$ cat src/rtl/mrf_pkg.sv
package mrf_pkg;

	localparam int unsigned MAX_COILS     = 1968;
	localparam int unsigned MAX_REGISTERS = 123;

	localparam logic [15:0] CRC_INIT     = 16'hFFFF;
	localparam logic [15:0] CRC_POLY     = 16'hA001;
	localparam logic [15:0] COIL_ON_WORD = 16'hFF00;

	localparam int unsigned JOB_BYTES = 7;

	// request type codes on the input channel
	typedef enum logic [3:0] {
		REQ_RD_COILS    = 4'd0,
		REQ_RD_DISCRETE = 4'd1,
		REQ_RD_HOLDING  = 4'd2,
		REQ_RD_INPUT    = 4'd3,
		REQ_WR_COIL     = 4'd4,
		REQ_WR_REG      = 4'd5,
		REQ_WR_COILS    = 4'd6,
		REQ_WR_REGS     = 4'd7,
		REQ_DATA        = 4'd8
	} req_type_t;

	// modbus function codes
	localparam logic [7:0] FC_RD_COILS    = 8'h01;
	localparam logic [7:0] FC_RD_DISCRETE = 8'h02;
	localparam logic [7:0] FC_RD_HOLDING  = 8'h03;
	localparam logic [7:0] FC_RD_INPUT    = 8'h04;
	localparam logic [7:0] FC_WR_COIL     = 8'h05;
	localparam logic [7:0] FC_WR_REG      = 8'h06;
	localparam logic [7:0] FC_WR_COILS    = 8'h0F;
	localparam logic [7:0] FC_WR_REGS     = 8'h10;

	typedef enum logic [1:0] {
		KIND_NONE  = 2'd0,
		KIND_COILS = 2'd1,
		KIND_REGS  = 2'd2
	} frame_kind_t;

	// one unit of work for the byte emitter
	typedef struct packed {
		logic                            err;
		logic                            crc_init;
		logic                            crc_append;
		logic [2:0]                      nbytes;
		logic [JOB_BYTES-1:0][7:0]       bytes;
	} job_t;

	function automatic logic [15:0] crc_feed(input logic [15:0] crc, input logic [7:0] b);
		logic [15:0] c;
		c = crc ^ {8'h00, b};
		for (int i = 0; i < 8; i++) begin
			c = c[0] ? ((c >> 1) ^ CRC_POLY) : (c >> 1);
		end
		return c;
	endfunction

endpackage

$ cat src/rtl/mrf_front.sv
module mrf_front (
	input  logic                clk,
	input  logic                arst_n,
	input  logic                in_valid,
	output logic                in_ready,
	input  logic [3:0]          req_type,
	input  logic [7:0]          slave_addr,
	input  logic [15:0]         start_address,
	input  logic [15:0]         quantity,
	input  logic [15:0]         write_value,
	input  logic                coil_on,
	input  logic [15:0]         data_word,
	output logic                job_valid,
	input  logic                job_ready,
	output mrf_pkg::job_t       job
);

	mrf_pkg::frame_kind_t open_kind_q, open_kind_d;
	logic [10:0]          elements_left_q, elements_left_d;

	logic        is_multi;
	logic        qty_ok;
	logic [7:0]  fc;
	logic [15:0] word;
	logic [7:0]  cnt;
	logic [10:0] elem;
	logic [16:0] qsum;
	logic [10:0] coil_bytes;
	logic [10:0] elem_dec;
	logic        accept;

	assign in_ready  = job_ready;
	assign job_valid = in_valid;
	assign accept    = in_valid && job_ready;

	// (quantity + 7) / 8, only used when quantity is within the coil limit
	assign qsum       = {1'b0, quantity} + 17'd7;
	assign coil_bytes = qsum[13:3];
	assign elem_dec   = elements_left_q - 11'd1;

	always_comb begin
		is_multi        = 1'b0;
		qty_ok          = 1'b1;
		fc              = mrf_pkg::FC_RD_COILS;
		word            = quantity;
		cnt             = 8'h00;
		elem            = '0;
		open_kind_d     = open_kind_q;
		elements_left_d = elements_left_q;
		job             = '0;
		job.crc_init    = 1'b1;
		job.crc_append  = 1'b1;
		job.nbytes      = 3'd6;
		case (req_type)
			mrf_pkg::REQ_RD_COILS:    fc = mrf_pkg::FC_RD_COILS;
			mrf_pkg::REQ_RD_DISCRETE: fc = mrf_pkg::FC_RD_DISCRETE;
			mrf_pkg::REQ_RD_HOLDING:  fc = mrf_pkg::FC_RD_HOLDING;
			mrf_pkg::REQ_RD_INPUT:    fc = mrf_pkg::FC_RD_INPUT;
			mrf_pkg::REQ_WR_COIL: begin
				fc   = mrf_pkg::FC_WR_COIL;
				word = coil_on ? mrf_pkg::COIL_ON_WORD : 16'h0000;
			end
			mrf_pkg::REQ_WR_REG: begin
				fc   = mrf_pkg::FC_WR_REG;
				word = write_value;
			end
			mrf_pkg::REQ_WR_COILS: begin
				is_multi = 1'b1;
				fc       = mrf_pkg::FC_WR_COILS;
				qty_ok   = (quantity != 16'd0) && (quantity <= 16'(mrf_pkg::MAX_COILS));
				cnt      = coil_bytes[7:0];
				elem     = coil_bytes;
			end
			mrf_pkg::REQ_WR_REGS: begin
				is_multi = 1'b1;
				fc       = mrf_pkg::FC_WR_REGS;
				qty_ok   = (quantity != 16'd0) && (quantity <= 16'(mrf_pkg::MAX_REGISTERS));
				cnt      = {quantity[6:0], 1'b0};
				elem     = quantity[10:0];
			end
			default: qty_ok = 1'b0;
		endcase

		if (req_type == mrf_pkg::REQ_DATA) begin
			job.crc_init   = 1'b0;
			job.crc_append = 1'b0;
			if (open_kind_q == mrf_pkg::KIND_NONE) begin
				job.err = 1'b1;
			end else begin
				if (open_kind_q == mrf_pkg::KIND_COILS) begin
					job.nbytes   = 3'd1;
					job.bytes[0] = data_word[7:0];
				end else begin
					job.nbytes   = 3'd2;
					job.bytes[0] = data_word[15:8];
					job.bytes[1] = data_word[7:0];
				end
				elements_left_d = elem_dec;
				// count exhausted: close the frame with its crc
				if (elem_dec == '0) begin
					job.crc_append = 1'b1;
					open_kind_d    = mrf_pkg::KIND_NONE;
				end
			end
		end else if (!qty_ok) begin
			job.err = 1'b1;
		end else begin
			job.bytes[0]   = slave_addr;
			job.bytes[1]   = fc;
			job.bytes[2]   = start_address[15:8];
			job.bytes[3]   = start_address[7:0];
			job.bytes[4]   = word[15:8];
			job.bytes[5]   = word[7:0];
			job.bytes[6]   = cnt;
			job.nbytes     = is_multi ? 3'd7 : 3'd6;
			job.crc_append = !is_multi;
			elements_left_d = elem;
			if (!is_multi) begin
				open_kind_d = mrf_pkg::KIND_NONE;
			end else if (req_type == mrf_pkg::REQ_WR_COILS) begin
				open_kind_d = mrf_pkg::KIND_COILS;
			end else begin
				open_kind_d = mrf_pkg::KIND_REGS;
			end
		end
	end

	always_ff @(posedge clk or negedge arst_n) begin
		if (!arst_n) begin
			open_kind_q     <= mrf_pkg::KIND_NONE;
			elements_left_q <= '0;
		end else if (accept) begin
			open_kind_q     <= open_kind_d;
			elements_left_q <= elements_left_d;
		end
	end

	a_none_means_empty: assert property (@(posedge clk) disable iff (!arst_n)
		(open_kind_q == mrf_pkg::KIND_NONE) |-> (elements_left_q == '0))
		else $error("no frame open but elements still due");

	a_open_means_due: assert property (@(posedge clk) disable iff (!arst_n)
		(open_kind_q != mrf_pkg::KIND_NONE) |-> (elements_left_q != '0))
		else $error("frame open with nothing due");

endmodule

$ cat src/rtl/mrf_queue.sv
module mrf_queue (
	input  logic          clk,
	input  logic          arst_n,
	input  logic          wr_valid,
	output logic          wr_ready,
	input  mrf_pkg::job_t wr_data,
	output logic          rd_valid,
	input  logic          rd_ready,
	output mrf_pkg::job_t rd_data
);

	mrf_pkg::job_t entry_q [2];
	logic          wr_ptr_q;
	logic          rd_ptr_q;
	logic [1:0]    count_q;
	logic          push;
	logic          pop;

	assign wr_ready = (count_q != 2'd2);
	assign rd_valid = (count_q != 2'd0);
	assign rd_data  = entry_q[rd_ptr_q];
	assign push     = wr_valid && wr_ready;
	assign pop      = rd_valid && rd_ready;

	always_ff @(posedge clk) begin
		if (push) begin
			entry_q[wr_ptr_q] <= wr_data;
		end
	end

	always_ff @(posedge clk or negedge arst_n) begin
		if (!arst_n) begin
			wr_ptr_q <= 1'b0;
			rd_ptr_q <= 1'b0;
			count_q  <= 2'd0;
		end else begin
			if (push) begin
				wr_ptr_q <= !wr_ptr_q;
			end
			if (pop) begin
				rd_ptr_q <= !rd_ptr_q;
			end
			count_q <= count_q + {1'b0, push} - {1'b0, pop};
		end
	end

endmodule

$ cat src/rtl/mrf_back.sv
module mrf_back (
	input  logic          clk,
	input  logic          arst_n,
	input  logic          job_valid,
	output logic          job_ready,
	input  mrf_pkg::job_t job,
	output logic          out_valid,
	input  logic          out_ready,
	output logic [7:0]    frame_byte,
	output logic          last_byte,
	output logic          error
);

	logic [3:0]  idx_q;
	logic [15:0] crc_q;
	logic        out_valid_q;
	logic [7:0]  byte_q;
	logic        last_q;
	logic        err_q;

	logic        advance;
	logic        done;
	logic [7:0]  byte_d;
	logic        last_d;
	logic [15:0] crc_base;
	logic [15:0] crc_d;
	logic [3:0]  nb;

	assign advance   = job_valid && (!out_valid_q || out_ready);
	assign job_ready = advance && done;
	assign nb        = {1'b0, job.nbytes};
	assign crc_base  = (idx_q == 4'd0 && job.crc_init) ? mrf_pkg::CRC_INIT : crc_q;

	always_comb begin
		byte_d = 8'h00;
		last_d = 1'b0;
		crc_d  = crc_q;
		done   = 1'b0;
		if (job.err) begin
			last_d = 1'b1;
			done   = 1'b1;
		end else if (idx_q < nb) begin
			byte_d = job.bytes[idx_q[2:0]];
			crc_d  = mrf_pkg::crc_feed(crc_base, byte_d);
			done   = (idx_q == nb - 4'd1) && !job.crc_append;
		end else if (idx_q == nb) begin
			byte_d = crc_q[7:0];
		end else begin
			byte_d = crc_q[15:8];
			last_d = 1'b1;
			crc_d  = mrf_pkg::CRC_INIT;
			done   = 1'b1;
		end
	end

	always_ff @(posedge clk or negedge arst_n) begin
		if (!arst_n) begin
			idx_q       <= '0;
			crc_q       <= mrf_pkg::CRC_INIT;
			out_valid_q <= 1'b0;
		end else begin
			if (advance) begin
				out_valid_q <= 1'b1;
				idx_q       <= done ? 4'd0 : idx_q + 4'd1;
				crc_q       <= crc_d;
			end else if (out_ready) begin
				out_valid_q <= 1'b0;
			end
		end
	end

	// output register parts the emitter from the sink
	always_ff @(posedge clk) begin
		if (advance) begin
			byte_q <= byte_d;
			last_q <= last_d;
			err_q  <= job.err;
		end
	end

	assign out_valid  = out_valid_q;
	assign frame_byte = byte_q;
	assign last_byte  = last_q;
	assign error      = err_q;

	a_idx_range: assert property (@(posedge clk) disable iff (!arst_n)
		idx_q <= 4'd8)
		else $error("byte index past end of frame");

	a_idle_idx_zero: assert property (@(posedge clk) disable iff (!arst_n)
		!job_valid |-> (idx_q == 4'd0))
		else $error("partial job with empty queue");

	a_err_is_last: assert property (@(posedge clk) disable iff (!arst_n)
		(out_valid_q && err_q) |-> (last_q && byte_q == 8'h00))
		else $error("error result not a lone zero byte");

endmodule

$ cat src/rtl/modbus_rtu_request_framer.sv
// channel | direction | handshake           | payload
// in      | input     | in_valid / in_ready | req_type slave_addr start_address quantity
//         |           |                     | write_value coil_on data_word
// out     | output    | out_valid/out_ready | frame_byte last_byte error
//
// one frame byte per cycle from the byte emitter if out is ready: a single request 8 bytes,
// a multi-write header 7, a data item 1 or 2, plus 2 for the crc on the closing item.
// the front classifies an item in the cycle it arrives and parks it in a 2-entry queue.
// out has a registered stage, so a stalled sink stops the emitter but the queue still fills.
// arst_n clears the open frame, the queue and the output valid; crc restarts at 0xFFFF.
module modbus_rtu_request_framer (
	input  logic        clk,
	input  logic        arst_n,
	input  logic        in_valid,
	output logic        in_ready,
	input  logic [3:0]  req_type,
	input  logic [7:0]  slave_addr,
	input  logic [15:0] start_address,
	input  logic [15:0] quantity,
	input  logic [15:0] write_value,
	input  logic        coil_on,
	input  logic [15:0] data_word,
	output logic        out_valid,
	input  logic        out_ready,
	output logic [7:0]  frame_byte,
	output logic        last_byte,
	output logic        error
);

	logic          fq_valid;
	logic          fq_ready;
	mrf_pkg::job_t fq_job;
	logic          qb_valid;
	logic          qb_ready;
	mrf_pkg::job_t qb_job;

	mrf_front u_front (
		.clk           (clk),
		.arst_n        (arst_n),
		.in_valid      (in_valid),
		.in_ready      (in_ready),
		.req_type      (req_type),
		.slave_addr    (slave_addr),
		.start_address (start_address),
		.quantity      (quantity),
		.write_value   (write_value),
		.coil_on       (coil_on),
		.data_word     (data_word),
		.job_valid     (fq_valid),
		.job_ready     (fq_ready),
		.job           (fq_job)
	);

	mrf_queue u_queue (
		.clk      (clk),
		.arst_n   (arst_n),
		.wr_valid (fq_valid),
		.wr_ready (fq_ready),
		.wr_data  (fq_job),
		.rd_valid (qb_valid),
		.rd_ready (qb_ready),
		.rd_data  (qb_job)
	);

	mrf_back u_back (
		.clk        (clk),
		.arst_n     (arst_n),
		.job_valid  (qb_valid),
		.job_ready  (qb_ready),
		.job        (qb_job),
		.out_valid  (out_valid),
		.out_ready  (out_ready),
		.frame_byte (frame_byte),
		.last_byte  (last_byte),
		.error      (error)
	);

endmodule
$ cat config.mk
export PLATFORM = sky130hd
export DESIGN_NAME = modbus_rtu_request_framer
export DESIGN_NICKNAME = d
export VERILOG_FILES = /design/src/rtl/mrf_pkg.sv /design/src/rtl/mrf_front.sv /design/src/rtl/mrf_queue.sv /design/src/rtl/mrf_back.sv /design/src/rtl/modbus_rtu_request_framer.sv
export SDC_FILE = /design/constraint.sdc
export NUM_CORES = 1
export LEC_CHECK = 0
export BUFFER_PORTS_ARGS = -buffer_cell sky130_fd_sc_hd__buf_2
export CORE_ASPECT_RATIO = 1.2
export CORE_MARGIN = 2
export CORE_UTILIZATION = 60
export DETAILED_ROUTE_END_ITERATION = 10
export PLACE_DENSITY = 0.81
export SETUP_SLACK_MARGIN = 0.1
export SYNTH_ARGS = -nofsm -noshare
export SYNTH_HDL_FRONTEND = slang
export SYNTH_SLANG_ARGS = --single-unit
export TNS_END_PERCENT = 20
$ cat constraint.sdc
create_clock -name clk -period 11.2 [get_ports clk]
set_input_delay 2.24 -clock clk [delete_from_list [all_inputs] [get_ports clk]]
set_output_delay 2.24 -clock clk [all_outputs]
set_load 0.01 [all_outputs]
### Yosys cells after proc, flatten, opt, wreduce, memory -nomap -nowiden

Memory sizes are Yosys's and may differ from the RTL's.
Index checks and enable logic that the tools add are counted.

* RAM bits: 124
* word-level logic and storage cells: 129
* input bits: 81
* register bits: 48
* memories kept: 1

* add/subtract/negate cells: 6
* mux-type cells: 55
* $lt $le $gt $ge: 4
* equality and inequality tests: 15
* reduce and logical (&&, ||, !) cells: 27
* bitwise gates (word level): 10

Memories
* u_queue.entry_q: depth 2, width 62, read ports 1, clocked after Yosys merged registers in 0, wr ports 1, line mrf_queue.sv:12 `mrf_pkg::job_t entry_q [2];`

Operators by type and width (count)
* 16-bit 2-to-1 mux: 14
* 60-bit 2-to-1 mux: 1
* 40-bit 2-to-1 mux: 1
* 8-bit 2-to-1 mux: 5
* 5-bit case mux with 7 select lines: 1
* 11-bit 2-to-1 mux: 3
* 16-bit case mux with 2 select lines: 1
* 8-bit binary-select mux with 3-bit select: 1
* 2-bit NOT with 3-bit output: 8
* 11-bit case mux with 2 select lines: 1
* 4-bit by 3-bit == test with 1-bit output (second input constant): 4
* 16-bit by 11-bit <= comparator with 1-bit output (second input constant): 1
* 16-bit by 7-bit <= comparator with 1-bit output (second input constant): 1
* 8-bit case mux with 2 select lines: 1
* 16-bit nonzero test: 1
* 16-bit by 8-bit XOR with 16-bit output: 1
* 1-bit 2-to-1 mux: 15
* 14-bit by 3-bit adder with 14-bit output (second input constant): 1
* 2-bit 2-to-1 mux: 7
* 4-bit 2-to-1 mux: 3
* 11-bit logical NOT: 1
* 11-bit by 1-bit subtractor with 11-bit output (second input constant): 1
* 4-bit by 2-bit == test with 1-bit output (second input constant): 2
* 1-bit logical AND: 8
* 24 further kinds: 34

### Logic depth before layout (Yosys ltp)

* word-level depth: 21
* depth in mapped cells: 19

### Modules after synthesis

From an unflattened synthesis, not the netlist that was laid out.

* cell total of the unflattened synthesis: 758
* area total of the unflattened synthesis: 9216.3 µm²

Modules (own cells, without submodules)
* mrf_queue: times used 1, seq. area each 3823.7 µm², area an instance 4690.7 µm², cells each 215
* mrf_back: times used 1, seq. area each 845.8 µm², area an instance 2431.1 µm², cells each 238
* mrf_front: times used 1, seq. area each 325.3 µm², area an instance 2094.5 µm², cells each 305

### Worst setup path after synthesis

OpenSTA, ideal clock, no wires.

* kind: input -> register
* start point: input port in_valid
* end point: memory u_queue.entry_q[0][0] (netlist name), enable pin
* cell stages on the path: 2
* setup slack: 5.763 ns
* arrival time: 4.955 ns
* path buffers: 0
* library setup time: 0.482 ns
* data required time: 10.718 ns
* path through: nand2_1 nor2_1

* word-level cells in the longest chain between the ends: 3

RTL lines
* start: declaration: line modbus_rtu_request_framer.sv:14 `input logic in_valid,`
* 1-bit logical AND: line mrf_queue.sv:22 `assign push = wr_valid && wr_ready;`
* 1-bit 2-to-1 mux: line mrf_queue.sv:26 `if (push) begin`
* 1-bit 2-to-1 mux (implied by the code): line mrf_queue.sv:27 `entry_q[wr_ptr_q] <= wr_data;`
* end: declaration: line mrf_queue.sv:12

Every way passes these cells.

==> results.cfg <==
[detailed_routing]
dr.first_iter.drc_count = 580
total_routed_wirelength_mm = 20.0
post_drt_wl_per_cell_um = 20.6
drt-vias-per-instance = 6.30
ant_nets = 0
drt_pre_antenna_iters = 7
detailroute.via_count = 6115
route.detailed.drc = 0

[timing]
fin_worst_skew_ns = 0.00704
finalWorstSetupSlack_ns = 6.55
maxSlewHeadroom = 0.235
totalNegativeSetupSlack_ns = 0
period_share = 0.415
whs_ns = 0.504
worst_slew_pin_slew_ns = 1.14
grt_setup_unrepaired = false
max_freq_mhz = 215
slew_viol_final = 0
setup_violations = 0
timing.final.hold_violations = 0
layout_min_cycle_time_ns = 4.65

[synth]
synth-edff-count = 134
synthesis.area_um2 = 8750
synth_top_flop_cell = sky130_fd_sc_hd__edfxtp_1
number_of_unique_standard_cell_types_used_by_synthesis = 74
syn-num-nets = 793
number_of_instances_in_the_synthesized_netlist = 702
synth.ff_latch_count = 172
ys_async_sr_fraction = 0.221
seq_area_frac_synth = 0.571
post_synth.cell_area_avg_um2 = 12.5
ys_warn_count = 0

[final_layout]
finalNetCount = 873
layout.cells.most_common = sky130_fd_sc_hd__edfxtp_1
syn2layout_area_growth_pct = 12.5
mostFrequentLayoutCells = 134 x sky130_fd_sc_hd__edfxtp_1, 92 x sky130_fd_sc_hd__buf_2, 73 x sky130_fd_sc_hd__nor2_1
drive_gt1_frac = 0.244
final_area_um2 = 9840

[floorplan]
fp.coreArea_um2 = 14300
rows = 48
initial_utilization = 0.612
die_area_um2 = 15600
pin_count = 93
die_x_um = 114
die_h_um = 136

[place]
dpl_cell_area_um2 = 9280
finalWeightedCongestion = 0.950
place_worst_setup_slack_ns = 6.20
placement.io_buffers = 92
place_hpwl_mm = 13.8

[global_routing]
wire_length_of_the_first_global_routing_pass_mm = 31.5
overflow = 0
track_usage = 0.269
number_of_antenna_violations_at_the_first_check_in_global_routing = 1
first_global_vias = 6153
grt_start_max_net_pins = 63

[clock_network]
tritoncts.num_buffers = 17
cts.htree.levels = 4
clk-insertion-delay-late_ns = 0.42
holdBufCountCts = 0
clk_transition_reported_paths_ns = 0.06
cell_at_the_root_of_the_clock_tree = sky130_fd_sc_hd__clkbuf_16
clock_sinks = 172
clk_path_buf_depth = 2
cts_repair_resize_count = 0
post-cts-setup-buffers = 0
cts_tree = yes

[pwr]
max_ir_drop_vdd_mv = 0.154
leakagePower_nw = 3.79
power_per_cell_area_nw_per_um2 = 291

[worst_setup_path]
max_fanout_on_critical_path = 24
worst_r2r_endpoint = u_queue.count_q[1]$_DFF_PN0_
cp-endpoint = u_queue.entry_q[0][7]$_DFFE_PP_
cp-start-kind = primary input
setup.worst_path.end_class = flip-flop
required_ns = 11.48
critical_path.reg2reg.startpoint = u_queue.rd_ptr_q$_DFFE_PN0P_
reg2reg_depth = 13
worstSetupStartpoint = req_type[0]
worst_ep_arrival_time_ns = 4.93
r2r_slack_ns = 6.64
critPathKind = in2reg

[worst_hold_path]
worst_hold_startpoint = u_back.out_valid$_DFFE_PN0P_
hold_path.class = reg2reg

[run]
max-cap-violations = 0

[run_status]
run_status = finished clean
[how the worst min path moves through the flow]
stage | end | slack [ns] | cells past startpoint
after CTS | u_back.out_valid$_DFFE_PN0P_ | 0.50 | 2
after global routing | u_front.elements_left_q[10]$_DFFE_PN0P_ | 0.53 | 1
after floorplan | u_back.out_valid$_DFFE_PN0P_ | 0.46 | 2
after detailed placement | u_back.out_valid$_DFFE_PN0P_ | 0.49 | 2
after global placement | u_back.out_valid$_DFFE_PN0P_ | 0.47 | 2
final | u_back.out_valid$_DFFE_PN0P_ | 0.50 | 2
[cells by family after synthesis]
group           Yosys count  synth area share
compound gates          142             0.110
xor+xnor                 51            0.0628
fa+ha+maj                10            0.0143
buf+inv                  63            0.0355
flops                   172             0.571
mux                      57            0.0905
simple gates            207             0.116
[registers in the layout, indices dropped and copies added, names as in the netlist]
| name | count |
|---|---|
| u_queue.entry_q | 124 |
| u_back.crc_q | 16 |
| u_front.elements_left_q | 11 |
| u_back.frame_byte | 8 |
| u_back.idx_q | 4 |
| u_front.open_kind_q | 2 |
| u_queue.count_q | 2 |
| u_back.error | 1 |
| u_back.last_byte | 1 |
| u_back.out_valid | 1 |
| u_queue.rd_ptr_q | 1 |
| u_queue.wr_ptr_q | 1 |
[power breakdown]
part / internal [mW] / switching, mW
Clock: 0.292 / 0.256
Sequential: 0.920 / 0.0914
Combinational: 0.631 / 0.675
Total: 1.84 / 1.02
[per-stage QoR]
stage	instances	total power [mW]	utilization
CTS	970	2.88	0.688
finish	971	2.87	0.688
global placement	938	2.26	0.649
detailed placement	938	2.31	0.649
global route	970	3.01	0.688
floorplan	702	2.06	-
[worst max-delay path, stage by stage]
cell	delay (ns)
sky130_fd_sc_hd__buf_2	0.24
sky130_fd_sc_hd__nor4b_1	0.35
sky130_fd_sc_hd__buf_4	0.24
sky130_fd_sc_hd__clkinv_1	0.37
sky130_fd_sc_hd__nor3b_1	1.04
sky130_fd_sc_hd__a222oi_1	0.31
sky130_fd_sc_hd__inv_1	0.12
[area by class of cell]
cell class | instances | area [µm²]
clock inverters | 15 | 131
well taps | 175 | 219
inverters | 24 | 91.3
fillers | 997 | 4450
clock buffers | 17 | 425
diodes | 1 | 2.50
flip-flops and latches | 172 | 5000
repair buffers | 100 | 520
multi-input cells | 467 | 3450
[layer usage]
metal	up-vias	track usage	wire [µm]
met5	-	0	0
met4	0	0.109	625
met3	47	0.0548	1290
met2	288	0.459	10300
met1	2985	0.337	7810
li1	2795	-	-
[synth_stat cells, types with 10 or more instances]
cell / count / area share
sky130_fd_sc_hd__nor2b_1: 19 / 0.014
sky130_fd_sc_hd__ha_1: 10 / 0.014
sky130_fd_sc_hd__nand2_1: 41 / 0.018
sky130_fd_sc_hd__clkbuf_1: 24 / 0.010
sky130_fd_sc_hd__xnor2_1: 29 / 0.029
sky130_fd_sc_hd__dfstp_2: 16 / 0.048
sky130_fd_sc_hd__nor2_1: 74 / 0.032
sky130_fd_sc_hd__mux2i_1: 36 / 0.041
sky130_fd_sc_hd__xor2_1: 14 / 0.014
sky130_fd_sc_hd__a211oi_1: 18 / 0.015
sky130_fd_sc_hd__mux4_2: 16 / 0.041
sky130_fd_sc_hd__o21ai_0: 22 / 0.013
sky130_fd_sc_hd__a21oi_1: 41 / 0.023
sky130_fd_sc_hd__edfxtp_1: 134 / 0.46
sky130_fd_sc_hd__dfrtp_1: 22 / 0.063
sky130_fd_sc_hd__nor3_1: 14 / 0.0080
sky130_fd_sc_hd__inv_1: 21 / 0.0090
sky130_fd_sc_hd__nand3_1: 12 / 0.0069
Note: power is estimated with default switching activity, not from simulation.
